<file path="config.mk">
export PLATFORM = sky130hd
export DESIGN_NAME = lqra_ctrl
export DESIGN_NICKNAME = d
export VERILOG_FILES = /design/src/sv/lqra_pkg.sv /design/src/sv/lqra_ctrl.sv
export SDC_FILE = /design/constraint.sdc
export NUM_CORES = 1
export LEC_CHECK = 0
export ABC_AREA = 0
export BUFFER_PORTS_ARGS = -buffer_cell sky130_fd_sc_hd__buf_2
export CAP_MARGIN = 20
export CORE_MARGIN = 3
export CORE_UTILIZATION = 32
export CTS_BUF_LIST = sky130_fd_sc_hd__clkbuf_2
export CTS_CLUSTER_SIZE = 8
export DETAILED_ROUTE_END_ITERATION = 7
export PLACE_DENSITY = 0.57
export RECOVER_POWER = 25
export SLEW_MARGIN = 10
export SYNTH_ARGS = -nofsm -noshare
export SYNTH_HDL_FRONTEND = slang
export SYNTH_SLANG_ARGS = --single-unit
</file>
<file path="constraint.sdc">
create_clock -name clk_i -period 1.75 [get_ports clk_i]
set_input_delay 0.4375 -clock clk_i [delete_from_list [all_inputs] [get_ports clk_i]]
set_output_delay 0.4375 -clock clk_i [all_outputs]
set_load 0.03 [all_outputs]
</file>
<file path="src/sv/lqra_pkg.sv">
// Shared constants, codes and control types of the link quality rate advisor.
package lqra_pkg;

  // Frames between two evaluations.
  localparam int unsigned EVAL_INTERVAL = 60;
  localparam int unsigned FC_W          = 6;
  localparam logic [FC_W-1:0] EVAL_CNT  = FC_W'(EVAL_INTERVAL);

  localparam logic [16:0] ONE_Q16  = 17'd65536;
  localparam logic [20:0] MIN_RATE = 21'd2000;

  // x / 10 == (x * RECIP10) >> RECIP_SHIFT for any 32-bit x
  localparam logic [31:0] RECIP10     = 32'hCCCC_CCCD;
  localparam int unsigned RECIP_SHIFT = 35;

  // advised / running ratio (x100) at which the percent saturates
  localparam logic [15:0] PCT_SAT_Q = 16'd32868;
  localparam logic [15:0] PCT_MAX   = 16'd32767;
  localparam logic [15:0] PCT_BASE  = 16'd100;

  // Configuration port
  localparam int unsigned CFG_IDX_W  = 3;
  localparam int unsigned CFG_DATA_W = 20;
  localparam logic [CFG_IDX_W-1:0] REG_ORIG_RATE = 3'd0;
  localparam logic [CFG_IDX_W-1:0] REG_RUN_RATE  = 3'd1;
  localparam logic [CFG_IDX_W-1:0] REG_THR_EXC   = 3'd2;
  localparam logic [CFG_IDX_W-1:0] REG_THR_GOOD  = 3'd3;
  localparam logic [CFG_IDX_W-1:0] REG_THR_FAIR  = 3'd4;
  localparam logic [CFG_IDX_W-1:0] REG_THR_POOR  = 3'd5;
  localparam logic [CFG_IDX_W-1:0] REG_COOLDOWN  = 3'd6;

  localparam logic [16:0] THR_EXC_RST  = 17'd655;
  localparam logic [16:0] THR_GOOD_RST = 17'd1966;
  localparam logic [16:0] THR_FAIR_RST = 17'd3277;
  localparam logic [16:0] THR_POOR_RST = 17'd6554;
  localparam logic [19:0] COOLDOWN_RST = 20'd1000;

  // Grades
  localparam logic [2:0] GR_EXCELLENT = 3'd0;
  localparam logic [2:0] GR_GOOD      = 3'd1;
  localparam logic [2:0] GR_FAIR      = 3'd2;
  localparam logic [2:0] GR_POOR      = 3'd3;
  localparam logic [2:0] GR_BAD       = 3'd4;

  localparam logic [1:0] WARN_NONE     = 2'd0;
  localparam logic [1:0] WARN_DEGRADED = 2'd1;
  localparam logic [1:0] WARN_BAD      = 2'd2;

  localparam logic [1:0] DIR_DOWN = 2'b11;
  localparam logic [1:0] DIR_HOLD = 2'b00;
  localparam logic [1:0] DIR_UP   = 2'b01;

  // Serial divider geometry
  localparam int unsigned DIV_Q_W   = 17;
  localparam int unsigned DIV_DEN_W = 34;

  // Datapath operations
  typedef logic [4:0] op_t;
  localparam op_t OP_NOP      = 5'd0;
  localparam op_t OP_DELTA    = 5'd1;
  localparam op_t OP_DIV_LOSS = 5'd2;
  localparam op_t OP_X_LOSS   = 5'd3;
  localparam op_t OP_MUL      = 5'd4;
  localparam op_t OP_W_LOSS   = 5'd5;
  localparam op_t OP_DIV_REC  = 5'd6;
  localparam op_t OP_X_REC    = 5'd7;
  localparam op_t OP_W_REC    = 5'd8;
  localparam op_t OP_DIV_EFF  = 5'd9;
  localparam op_t OP_W_EFF    = 5'd10;
  localparam op_t OP_X_SCORE  = 5'd11;
  localparam op_t OP_W_GRADE  = 5'd12;
  localparam op_t OP_X_ADV    = 5'd13;
  localparam op_t OP_W_ADV    = 5'd14;
  localparam op_t OP_DIR      = 5'd15;
  localparam op_t OP_DIV_PCT  = 5'd16;
  localparam op_t OP_W_PCT    = 5'd17;
  localparam op_t OP_LOAD     = 5'd18;

  typedef struct packed {
    logic accept;
    op_t  op;
  } cmd_t;

  typedef struct packed {
    logic eval_hit;
    logic div_done;
    logic out_free;
  } stat_t;

endpackage

</file>
<file path="src/sv/lqra_ctrl.sv">
// Sequencer: accepts frames and steps the datapath through one evaluation.
module lqra_ctrl (
  input  logic                 clk_i,
  input  logic                 rst_ni,
  input  logic                 in_valid_i,
  output logic                 in_ready_o,
  input  lqra_pkg::stat_t      stat_i,
  output lqra_pkg::cmd_t       cmd_o
);

  localparam logic [4:0] ST_IDLE  = 5'd0;
  localparam logic [4:0] ST_DELTA = 5'd1;
  localparam logic [4:0] ST_DIVL  = 5'd2;
  localparam logic [4:0] ST_WTL   = 5'd3;
  localparam logic [4:0] ST_XL    = 5'd4;
  localparam logic [4:0] ST_ML    = 5'd5;
  localparam logic [4:0] ST_WL    = 5'd6;
  localparam logic [4:0] ST_DIVR  = 5'd7;
  localparam logic [4:0] ST_WTR   = 5'd8;
  localparam logic [4:0] ST_XR    = 5'd9;
  localparam logic [4:0] ST_MR    = 5'd10;
  localparam logic [4:0] ST_WR    = 5'd11;
  localparam logic [4:0] ST_DIVE  = 5'd12;
  localparam logic [4:0] ST_WTE   = 5'd13;
  localparam logic [4:0] ST_WE    = 5'd14;
  localparam logic [4:0] ST_XS    = 5'd15;
  localparam logic [4:0] ST_MS    = 5'd16;
  localparam logic [4:0] ST_WG    = 5'd17;
  localparam logic [4:0] ST_XA    = 5'd18;
  localparam logic [4:0] ST_MA    = 5'd19;
  localparam logic [4:0] ST_WA    = 5'd20;
  localparam logic [4:0] ST_DIR   = 5'd21;
  localparam logic [4:0] ST_DIVP  = 5'd22;
  localparam logic [4:0] ST_WTP   = 5'd23;
  localparam logic [4:0] ST_WP    = 5'd24;
  localparam logic [4:0] ST_LOAD  = 5'd25;

  logic [4:0] state_q, state_d;
  logic       in_xfer;

  assign in_ready_o = (state_q == ST_IDLE);
  assign in_xfer    = in_valid_i && in_ready_o;

  always_comb begin
    state_d      = state_q;
    cmd_o.accept = in_xfer;
    cmd_o.op     = lqra_pkg::OP_NOP;
    case (state_q)
      ST_IDLE: begin
        if (in_xfer && stat_i.eval_hit) state_d = ST_DELTA;
      end
      ST_DELTA: begin cmd_o.op = lqra_pkg::OP_DELTA;    state_d = ST_DIVL; end
      ST_DIVL:  begin cmd_o.op = lqra_pkg::OP_DIV_LOSS; state_d = ST_WTL;  end
      ST_WTL: begin
        if (stat_i.div_done) state_d = ST_XL;
      end
      ST_XL:    begin cmd_o.op = lqra_pkg::OP_X_LOSS;   state_d = ST_ML;   end
      ST_ML:    begin cmd_o.op = lqra_pkg::OP_MUL;      state_d = ST_WL;   end
      ST_WL:    begin cmd_o.op = lqra_pkg::OP_W_LOSS;   state_d = ST_DIVR; end
      ST_DIVR:  begin cmd_o.op = lqra_pkg::OP_DIV_REC;  state_d = ST_WTR;  end
      ST_WTR: begin
        if (stat_i.div_done) state_d = ST_XR;
      end
      ST_XR:    begin cmd_o.op = lqra_pkg::OP_X_REC;    state_d = ST_MR;   end
      ST_MR:    begin cmd_o.op = lqra_pkg::OP_MUL;      state_d = ST_WR;   end
      ST_WR:    begin cmd_o.op = lqra_pkg::OP_W_REC;    state_d = ST_DIVE; end
      ST_DIVE:  begin cmd_o.op = lqra_pkg::OP_DIV_EFF;  state_d = ST_WTE;  end
      ST_WTE: begin
        if (stat_i.div_done) state_d = ST_WE;
      end
      ST_WE:    begin cmd_o.op = lqra_pkg::OP_W_EFF;    state_d = ST_XS;   end
      ST_XS:    begin cmd_o.op = lqra_pkg::OP_X_SCORE;  state_d = ST_MS;   end
      ST_MS:    begin cmd_o.op = lqra_pkg::OP_MUL;      state_d = ST_WG;   end
      ST_WG:    begin cmd_o.op = lqra_pkg::OP_W_GRADE;  state_d = ST_XA;   end
      ST_XA:    begin cmd_o.op = lqra_pkg::OP_X_ADV;    state_d = ST_MA;   end
      ST_MA:    begin cmd_o.op = lqra_pkg::OP_MUL;      state_d = ST_WA;   end
      ST_WA:    begin cmd_o.op = lqra_pkg::OP_W_ADV;    state_d = ST_DIR;  end
      ST_DIR:   begin cmd_o.op = lqra_pkg::OP_DIR;      state_d = ST_DIVP; end
      ST_DIVP:  begin cmd_o.op = lqra_pkg::OP_DIV_PCT;  state_d = ST_WTP;  end
      ST_WTP: begin
        if (stat_i.div_done) state_d = ST_WP;
      end
      ST_WP:    begin cmd_o.op = lqra_pkg::OP_W_PCT;    state_d = ST_LOAD; end
      ST_LOAD: begin
        // hold until the output register is empty or being drained
        if (stat_i.out_free) begin
          cmd_o.op = lqra_pkg::OP_LOAD;
          state_d  = ST_IDLE;
        end
      end
      default: state_d = ST_IDLE;
    endcase
  end

  always_ff @(posedge clk_i or negedge rst_ni) begin
    if (!rst_ni) begin
      state_q <= ST_IDLE;
    end else begin
      state_q <= state_d;
    end
  end

endmodule

</file>
Yosys cells after proc, flatten, opt, wreduce, memory -nomap -nowiden
Cells that the tools add are included.
Storage, ports and cells
  output and inout bits: 7
  flip-flop bits (word level): 5
  word-level logic and storage cells: 46
  input port bits: 6
Cells by class
  reduce and logical (&&, ||, !) cells: 5
  eq/ne operators: 31
  multiplexer cells: 9
Operators by type and width (number)
  $pmux W5 S26: 1
  $pmux W5 S18: 1
  $eq A5 B5 Y1 const B: 10
  $eq A5 B4 Y1 const B: 8
  $mux W5: 7
  $eq A5 B3 Y1 const B: 4
  $eq A5 B2 Y1 const B: 2
  $ne A2 B2 Y1 const B: 5
  $reduce_and A6 Y1: 1
  $eq A5 B1 Y1 const B: 1
  $logic_not A5 Y1: 1
  $reduce_or A4 Y1: 1
  $logic_and A1 B1 Y1: 2
  $ne A2 B1 Y1 const B: 1

Longest topological paths before layout
Gate-level depths: netlist of run 1.
  word-level depth: 5
  gate-level depth with buffers: 6
  gate-level depth less buffers: 5

Least setup slack after synthesis of run 1
OpenSTA, ideal clock, no wires.
  path kind: reg-to-output
  start point: register state_q[2]
  end point: output port cmd_o[0] (netlist bit)
  required time: 1.312 ns
  buffers on the path: 2
  path slack: -0.391 ns
  stages on the path, launching flop included: 5
  arrival: 1.703 ns
  cell sequence: dfrtp_1 -> clkbuf_1 -> buf_2 -> a221oi_1 -> o31ai_1
RTL lines
  start, declared: line lqra_ctrl.sv:38  | logic [4:0] state_q, state_d;
  start signal, assigned: line lqra_ctrl.sv:99  | state_q <= state_d;
  end, declared: line lqra_ctrl.sv:8  | output lqra_pkg::cmd_t cmd_o

==> results of run 1 <==
-- logic make-up (layout without fill, tap and decap cells) --
logic type                count (synthesis)  count (layout)  synth area share [%]
xor gates and xnor gates                  1               1                  1.36
AOI/OAI and AO/OA                        31              31                  31.4
buffers and inverters                    12              52                  7.95
and+or+nand+nor                          41              41                  36.8
muxes                                     2               2                  3.10
DFF                                       5               5                  19.4
-- worst max path at each step --
stage,startpoint,slack [ps],endpoint,cells past startpoint
after global routing,state_q[2],-340,cmd_o[5],4
final,state_q[2],-270,cmd_o[5],4
after CTS,state_q[2],-270,cmd_o[5],4
after floorplan,state_q[4],-170,cmd_o[5],4
after detailed placement,state_q[1],-150,state_q[0],7
after global placement,state_q[1],-90,state_q[0],7
-- synthesized netlist by cell type (2+ instances only) --
cell type	number	area share [%]
mux2i_1	2	3.1
nor2b_1	5	4.8
nand2b_1	3	2.9
or3_1	2	1.9
o21ai_1	2	1.6
clkbuf_1	5	2.9
o211ai_1	2	2.3
buf_2	2	1.6
nand4b_1	2	2.7
o22a_1	2	2.7
nor2_1	9	5.2
a31oi_1	2	1.9
a22o_1	2	2.7
nand2_1	6	3.5
inv_1	3	1.7
a21oi_1	9	7.0
o21ai_0	6	4.7
nor3_1	4	3.1
and2_1	2	1.9
dfrtp_1	5	19
-- worst max-delay path: stages (launching register included) --
cell and delay, ps:
dfrtp_2 440, or4_4 550, nor2_4 110, and2_4 140
buf_6 120
-- area by class of cell --
cell class                      count  area [um2]  area share, %
Clock buffer                        4        20.0           1.76
Sequential cell                     5         130           11.4
Inverter                            3        11.3          0.989
Multi-Input combinational cell     75         586           51.4
Tap cell                           25        31.3           2.75
Timing Repair Buffer               45         360           31.6
-- layer usage --
layer	up-vias	routed length, um	global-route usage, %
met5	-	0	0
met4	0	15	8.07
met3	2	37	1.17
met2	13	1050	30.5
met1	399	883	20.4
li1	416	-	-
-- timing repair --
action / 4_1_cts / 5_1_grt
gates resized for setup: 29 / 10
pin swaps: 1 / 3
gates cloned: 0 / 0
hold buffers: 0 / 1
setup endpoints to repair: 10 / 11
setup buffers: 4 / 0
hold endpoints to repair: 0 / 3
-- stage by stage --
| stage | setup WS, ps | hold slack, ps | instances |
|---|---|---|---|
| 6_report | -269 | 577 | 157 |
| 3_5_place_dp | -149 | 254 | 148 |
| 4_1_cts | -275 | 9.83 | 156 |
| 3_3_place_gp | -89.6 | 252 | 148 |
| 2_1_floorplan | -170 | 142 | 92 |
| 5_1_grt | -344 | 573 | 157 |
-- where the power goes --
part	internal, mW	switching (mW)
clock	0.0605	0.0489
combinational	1.13	1.09
sequential	0.183	0.102
total	1.37	1.25
==> results.txt, run 1 <==
Outcome - finished, violations left
Violations in the final reports - negative setup slack
Fraction of registers with async set/reset - 100%
TritonCTS clock tree - done
TNS Setup - -2030 ps
Number of antenna cells inserted - 0
Max FFs per register - 5
Most used cells in the layout excluding fill and tap cells - buf_4, buf_6, a21oi_1, nor2_1
Total Power Consumption - 2.62 mW
Fin util - 62.5%
Worst-path fanout max - 6
Horizontal die dimension - 50.9 um
Clk Latency, worst-skew pair - 220 ps
Area of the die - 2590 um2
Maximum VDD drop - 1030 uV
Start-to-end type of the worst setup path - reg2out
Sequential area share after synthesis - 19.4%
Combined area of all synthesized cells - 646 um2
Register with the highest flop count - state_q
Std-Cell Rows - 15
Max-cap check violation count - 0
Leading cell type in the layout, fill and taps excluded - buf_4
Destination of the worst hold path - state_q[3]
Starting Density - 35.5%
Detail Route Antenna Nets - 0
Setup skew after layout - 5.55 ps
Placed standard-cell area - 940 um2
Detailed placement HPWL - 1480 um
R2R Setup Slk - -200 ps
Longest Clk Path Bufs - 2
Share of final-layout standard cells stronger than drive strength 1 - 58.3%
Die outline height - 50.9 um
Routed length per instance - 12.7 um
Final weighted congestion in routability-driven placement - 0.787
IO buf count - 12
Clock transition time at the flip-flop clock pins of the worst setup and hold paths - 60 ps
Fmax - 495 MHz
Area overhead of the layout relative to synthesis - 76.4%
DRC viols - 0
CP Launch Type - register
Clk sink count - 5
Most common flop cell mapped by yosys - dfrtp_1
I/O pin total - 13
Synthesized flop and latch total - 5
Final cycle utilization of the critical path - 115%
Global-route wire length before repair - 3390 um
CP endpoint kind - output port
Final Net Count - 139
YS warnings - 0
Min setup slack post-route - -269 ps
Number of antenna violations at the first check in global routing - 0
Cells on worst reg2reg path - 8
Largest net degree at the start of global routing - 11
Vias in the first global route - 829
Detailed Route Iter0 Violations - 8
EDFF count, synth - 0
Hold Startpoint - stat_i[1]
Max Transition Viols Final - 0
Via-to-Cell Ratio - 5.29
Min-Delay Path Depth - 3
Filler cell count in the final layout - 177
Worst Tran Pin Value - 340 ps
Grt ovf - 0
Data required time of the worst path - 1310 ps
Startpoint of the most critical register-to-register path - state_q[2]
Terminus of the critical flop-to-flop path - state_q[1]
Power density of the placed cells - 2300 nW/um2
RSZ-0062 raised after global routing - yes
# setup viols final - 11
Number of failing hold endpoints at the final stage - 0
Worst slew margin relative to its limit - 77.2%
Leakage power of the design - 0.501 nW
Mapped Cells - 92
Finished Cell Area - 1140 um2
Global routing usage summed across all routing layers - 17.0%
Min-Delay Path Class - in2reg
Avg Cell Area, Syn - 7.02 um2
Number of H-tree levels - 1
Post-synthesis net count - 98
Number of distinct library cells after synthesis - 37
First-pass iteration count of the detailed router - 4
Core box area - 1820 um2
Inserted Clock Buffers - 3
Buffer cell driving the clock tree root - clkbuf_2
Number of vias after detailed routing - 830
Data arrival time at the worst-slack endpoint - 1580 ps
WL final - 1990 um
Time the worst path needs with I/O delays and setup - 2020 ps
Registers with the highest flip-flop counts - state_q (5)
No activity file was read; power rests on OpenSTA's default activity.
==> run 2, diff against run 1 <==
- CORE_AREA: not set -> 3 3 40 42
- CORE_MARGIN: 3 -> not set
- CORE_UTILIZATION: 32 -> not set
- DIE_AREA: not set -> 0 0 43 45
- PLACE_DENSITY: 0.57 -> 0.79
==> run 2 against run 1 <==
Critical endpoint is now cmd_o[3]; global-route usage increased by 11 points; the flow still finishes with violations (negative setup slack); via count up 6.3%; clock skew up 3.0 ps; largest power group unchanged; flip-flop and latch count did not move.
==> results.txt, run 2 (synthesis gave the netlist of run 1 again) <==
Detailed placement HPWL - 1510 um (+1.7%)
Leading cell type in the layout, fill and taps excluded - buf_4
Register with the highest flop count - state_q
Min-Delay Path Class - in2async
Maximum VDD drop - 1530 uV (+49%)
Share of final-layout standard cells stronger than drive strength 1 - 60.3% (+2.0 points)
Worst-path fanout max - 8 (+2)
Clk Latency, worst-skew pair - 240 ps (+20 ps)
Outcome - finished, violations left
Max-cap check violation count - 0 (unchanged)
Most used cells in the layout excluding fill and tap cells - buf_4, buf_6, nand2_1, a21oi_2, nor2_1
RSZ-0062 raised after global routing - yes
Detail Route Antenna Nets - 0 (unchanged)
Inserted Clock Buffers - 3 (unchanged)
Violations in the final reports - negative setup slack
CP Launch Type - register
Dpl ws - -130 ps (+19.5 ps)
Placed standard-cell area - 905 um2 (-3.7%)
Max Transition Viols Final - 0 (unchanged)
CP endpoint kind - output port
Largest net degree at the start of global routing - 13 (+2)
Leakage power of the design - 0.490 nW (-2.3%)
Clock transition time at the flip-flop clock pins of the worst setup and hold paths - 60 ps (about the same)
Detailed Route Iter0 Violations - 42 (+34)
First-pass iteration count of the detailed router - 4 (unchanged)
Fin util - 87.5% (+25 points)
DRC viols - 0 (unchanged)
Critical path's slowest cell - or4_4
Global routing usage summed across all routing layers - 27.7% (+11 points)
Number of antenna violations at the first check in global routing - 0 (unchanged)
Clk sink count - 5 (unchanged)
Area of the die - 1940 um2 (-25%)
IO buf count - 12 (unchanged)
Routed length per instance - 16.4 um (+30%)
TritonCTS clock tree - done
Final weighted congestion in routability-driven placement - 0.911 (+16%)
Final cycle utilization of the critical path - 118% (+2.6 points)
Starting Density - 50.2% (+15 points)
Worst slew margin relative to its limit - 78.8% (+1.6 points)
Die outline height - 45 um (-12%)
WL final - 2390 um (+20%)
Finished Cell Area - 1120 um2 (-1.2%)
Registers with the highest flip-flop counts - state_q (5)
Data required time of the worst path - 1310 ps (about the same)
Final Net Count - 138 (-0.72%)
Vias in the first global route - 877 (+5.8%)
Number of H-tree levels - 1 (unchanged)
# setup viols final - 11 (unchanged)
Number of standard cells in the final layout excluding fillers - 146 (-7.0%)
Start-to-end type of the worst setup path - reg2out
Number of antenna cells inserted - 0 (unchanged)
I/O pin total - 13 (unchanged)
Placed instance count - 135 (-8.8%)
Buffer cell driving the clock tree root - clkbuf_2
Number of failing hold endpoints at the final stage - 0 (unchanged)
Min setup slack post-route - -315 ps (-45.8 ps)
Worst Tran Pin Value - 316 ps (-23.4 ps)
Grt ovf - 0 (unchanged)
Series of cell instances along the critical path - nor2_2 > nor2b_1 > or4_4 > o21ai_4 > buf_6
Setup skew after layout - 8.50 ps (+2.95 ps)
Cells on worst reg2reg path - 8 (unchanged)
Max FFs per register - 5 (unchanged)
Longest Clk Path Bufs - 2 (unchanged)
Via-to-Cell Ratio - 6.04 (+14%)
Power density of the placed cells - 2410 nW/um2 (+4.9%)
Fmax - 484 MHz (-2.2%)
Core box area - 1280 um2 (-29%)
Horizontal die dimension - 43 um (-16%)
Area overhead of the layout relative to synthesis - 74.2%
Global-route wire length before repair - 3930 um (+16%)
Delay of the slowest critical-path stage - 490 ps (-60 ps)
Std-Cell Rows - 13 (-2)
Data arrival time at the worst-slack endpoint - 1630 ps (+50 ps)
Number of vias after detailed routing - 882 (+6.3%)
Time the worst path needs with I/O delays and setup - 2060 ps (+45.8 ps)
## run 2: layout make-up
type | instances | area, um2
Multi-Input combinational cell | 75 | 586
Inverter | 3 | 11.3
Sequential cell | 5 | 131
Fill cell | 66 | 160
Tap cell | 15 | 18.8
Clock buffer | 4 | 20.0
Timing Repair Buffer | 44 | 358
## run 2: where the power goes
part	internal, mW	leakage (nW)	switching, mW
Clock	0.0604	0.0166	0.0539
Combinational	1.13	0.417	1.17
Sequential	0.186	0.0559	0.121
Total	1.37	0.490	1.34
## run 2: layer usage
metal / routed length (um) / vias to the layer above / track usage (%)
met1: 920 / 418 / 31.9
met5: 0 / - / 0
met3: 146 / 7 / 1.20
met4: 51 / 0 / 13.3
met2: 1280 / 43 / 52.4
li1: - / 414 / -
## run 2: timing repair
action,4_1_cts,5_1_grt
pin swaps,6,6
hold buffers,0,0
setup buffers,8,0
gates resized for setup,35,7
endpoints found under the setup margin,10,11
## run 2: through the flow
| stage | hold slack, ps | total power, mW | setup TNS, ps |
|---|---|---|---|
| 3_5_place_dp | 255 | 2.03 | -830 |
| 2_1_floorplan | 142 | 1.44 | -241 |
| 3_3_place_gp | 253 | 1.97 | -575 |
| 5_1_grt | 55.7 | 2.88 | -3330 |
| 6_report | 40.1 | 2.71 | -2560 |
| 4_1_cts | 6.35 | 2.57 | -2380 |
## run 2: worst max-delay path: cells and delay by family, from the launching register on
family                 cells  cell delay (ps)
AOI/OAI and AO/OA          1               70
buffers and inverters      1              140
DFF                        1              470
and+or+nand+nor            3              700
## run 2: final timing paths
check                           startpoint    endpoint  slack [ps]
worst min register to register  state_q[4]  state_q[4]         810
worst min-delay path                rst_ni  state_q[1]          40
worst max register to register  state_q[4]  state_q[1]        -250
max in group asynchronous           rst_ni  state_q[3]        1460
min in group clk_i               stat_i[1]  state_q[3]         650
worst max-delay path            state_q[0]    cmd_o[3]        -310
==> run 3, diff against run 2 <==
- CAP_MARGIN: 20 -> not set
- RECOVER_POWER: 25 -> 100
- SETUP_SLACK_MARGIN: not set -> 0.02
==> run 3 against run 2 <==
Global-route usage grew 0.87 points; the flow still finishes with violations (negative setup slack); final cell count up 3.4%; via count increased by 4.4%.
==> results.txt, run 3 (synthesis gave the netlist of run 1 again) <==
Outcome - finished, violations left
Violations in the final reports - negative setup slack
Grt ovf - 0 (unchanged)
Worst slew margin relative to its limit - 79.9% (+1.1 points)
Number of H-tree levels - 1 (unchanged)
Detailed Route Iter0 Violations - 31 (-26%)
Final cycle utilization of the critical path - 120% (+2.1 points)
Total Power Consumption - 2.63 mW (-3.0%)
Longest Clk Path Bufs - 2 (unchanged)
Max Transition Viols Final - 0 (unchanged)
Met3 Track Usage GR - 7.97% (+6.8 points)
Number of standard cells in the final layout excluding fillers - 151 (+3.4%)
Time the worst path needs with I/O delays and setup - 2100 ps (+36.2 ps)
GR Util met2 - 51.5% (-0.90 points)
Max-cap check violation count - 0 (unchanged)
First-pass iteration count of the detailed router - 4 (unchanged)
Min setup slack post-route - -351 ps (-36.2 ps)
Clk Latency, worst-skew pair - 250 ps (about the same)
Setup skew after layout - 6.52 ps (-1.99 ps)
Core box area - 1280 um2 (unchanged)
Min-Delay Path Class - in2async
Registers with the highest flip-flop counts - state_q (5)
Area of the die - 1940 um2 (unchanged)
Dpl ws - -147 ps (-17.4 ps)
Max FFs per register - 5 (unchanged)
Placed instance count - 136 (+0.74%)
Power density of the placed cells - 2390 nW/um2 (-1.1%)
Starting Density - 50.2% (unchanged)
WL final - 2560 um (+6.9%)
Leakage power of the design - 0.504 nW (+2.9%)
Number of antenna cells inserted - 0 (unchanged)
RSZ-0062 raised after global routing - yes
Routed length per instance - 16.9 um (+3.3%)
Number of failing hold endpoints at the final stage - 0 (unchanged)
Final weighted congestion in routability-driven placement - 0.829 (-9.0%)
M1 GR Usage - 28.1% (-3.8 points)
Most used cells in the layout excluding fill and tap cells - buf_4, buf_6, a21oi_1, nor2_1, nand2_1
Share of final-layout standard cells stronger than drive strength 1 - 54.4% (-5.9 points)
Start-to-end type of the worst setup path - reg2out
IO buf count - 12 (unchanged)
Inserted Clock Buffers - 3 (unchanged)
CP endpoint kind - output port
Global routing usage summed across all routing layers - 28.5% (+0.87 points)
Register with the highest flop count - state_q
Data arrival time at the worst-slack endpoint - 1660 ps (+30 ps)
Number of vias after detailed routing - 921 (+4.4%)
Area overhead of the layout relative to synthesis - 70.7%
Maximum VDD drop - 1450 uV (-5.1%)
Detail Route Antenna Nets - 0 (unchanged)
Data required time of the worst path - 1310 ps (about the same)
Leading cell type in the layout, fill and taps excluded - buf_4
Die outline height - 45 um (unchanged)
Clock transition time at the flip-flop clock pins of the worst setup and hold paths - 70 ps (about the same)
Number of antenna violations at the first check in global routing - 0 (unchanged)
Final Net Count - 143 (+3.6%)
Flip-flop and latch area - 130 um2 (-0.95%)
Horizontal die dimension - 43 um (unchanged)
Combined area of the multi-input logic cells - 536 um2 (-8.5%)
Most utilized layer in the global route result - met2
I/O pin total - 13 (unchanged)
Buffer cell driving the clock tree root - clkbuf_2
Vias in the first global route - 874 (-0.34%)
Worst Tran Pin Value - 302 ps (-14.1 ps)
Filler cell count in the final layout - 72 (+9.1%)
TritonCTS clock tree - done
Fmax - 476 MHz (-1.7%)
Detailed placement HPWL - 1540 um (+2.0%)
Via-to-Cell Ratio - 6.10 (+0.96%)
CP Launch Type - register
DRC viols - 0 (unchanged)
Worst-path fanout max - 7 (-1)
# setup viols final - 11 (unchanged)
Clk sink count - 5 (unchanged)
Global-route wire length before repair - 4010 um (+2.1%)
Largest net degree at the start of global routing - 12 (-1)
Std-Cell Rows - 13 (unchanged)
Hold slack - 557 ps (+517 ps)
==> run 3: changes by cell type in the layout (fill, tap and decap cells not counted), sizes merged <==
cell	delta
buf	+4
dlygate4sd3	+1
==> run 3: path summary, 6_finish.rpt <==
path	to	cells after the start	slack [ps]	start
setup / recovery	cmd_o[3]	5	-350	state_q[2]
hold / removal	state_q[1]	2	560	rst_ni
setup reg to reg	state_q[1]	8	-220	state_q[1]
hold reg to reg	state_q[4]	2	730	state_q[4]
max in group asynchronous	state_q[3]	2	950	rst_ni
min in group clk_i	state_q[3]	3	560	stat_i[1]
==> run 3: power by group <==
| part | switching [mW] | total, mW | internal [mW] |
|---|---|---|---|
| registers | 0.132 | 0.315 | 0.183 |
| clock network | 0.0617 | 0.122 | 0.0605 |
| logic | 1.09 | 2.19 | 1.10 |
| total | 1.29 | 2.63 | 1.34 |
==> run 3: metal layers <==
layer / part of all wire, % / vias up
met2: 53 / 58
met5: 0 / -
met3: 7.1 / 8
met1: 37 / 437
li1: - / 418
met4: 2.7 / 0
==> run 3: area by class of cell <==
type                    instances  area share (%)
multi-input cells              75            48.6
repair buffers                 49            35.1
flip-flops and latches          5            11.8
clock buffers                   4            1.82
well taps                      15            1.70
inverters                       3            1.02
==> run 3: per-stage QoR <==
step / TNS, ps / util, % / instance area [um2]
6_report: -2710 / 85.8 / 1100
3_3_place_gp: -434 / 71.4 / 917
5_1_grt: -3350 / 85.8 / 1100
3_5_place_dp: -636 / 71.4 / 917
2_1_floorplan: -246 / - / 706
4_1_cts: -2330 / 83.3 / 1070
==> run 3: timing repair <==
action	4_1_cts	5_1_grt
gates resized for setup	22	5
hold buffers	1	0
pin swaps	3	3
hold endpoints to repair	5	0
setup endpoints to repair	11	11
buffers inserted	8	2
==> run 3: worst max-delay path, stage by stage, from the launching register on <==
cell,delay (ps)
dfrtp_2,480
nor2_4,160
nor2b_2,50
or4_4,500
o21ai_4,80
buf_6,140
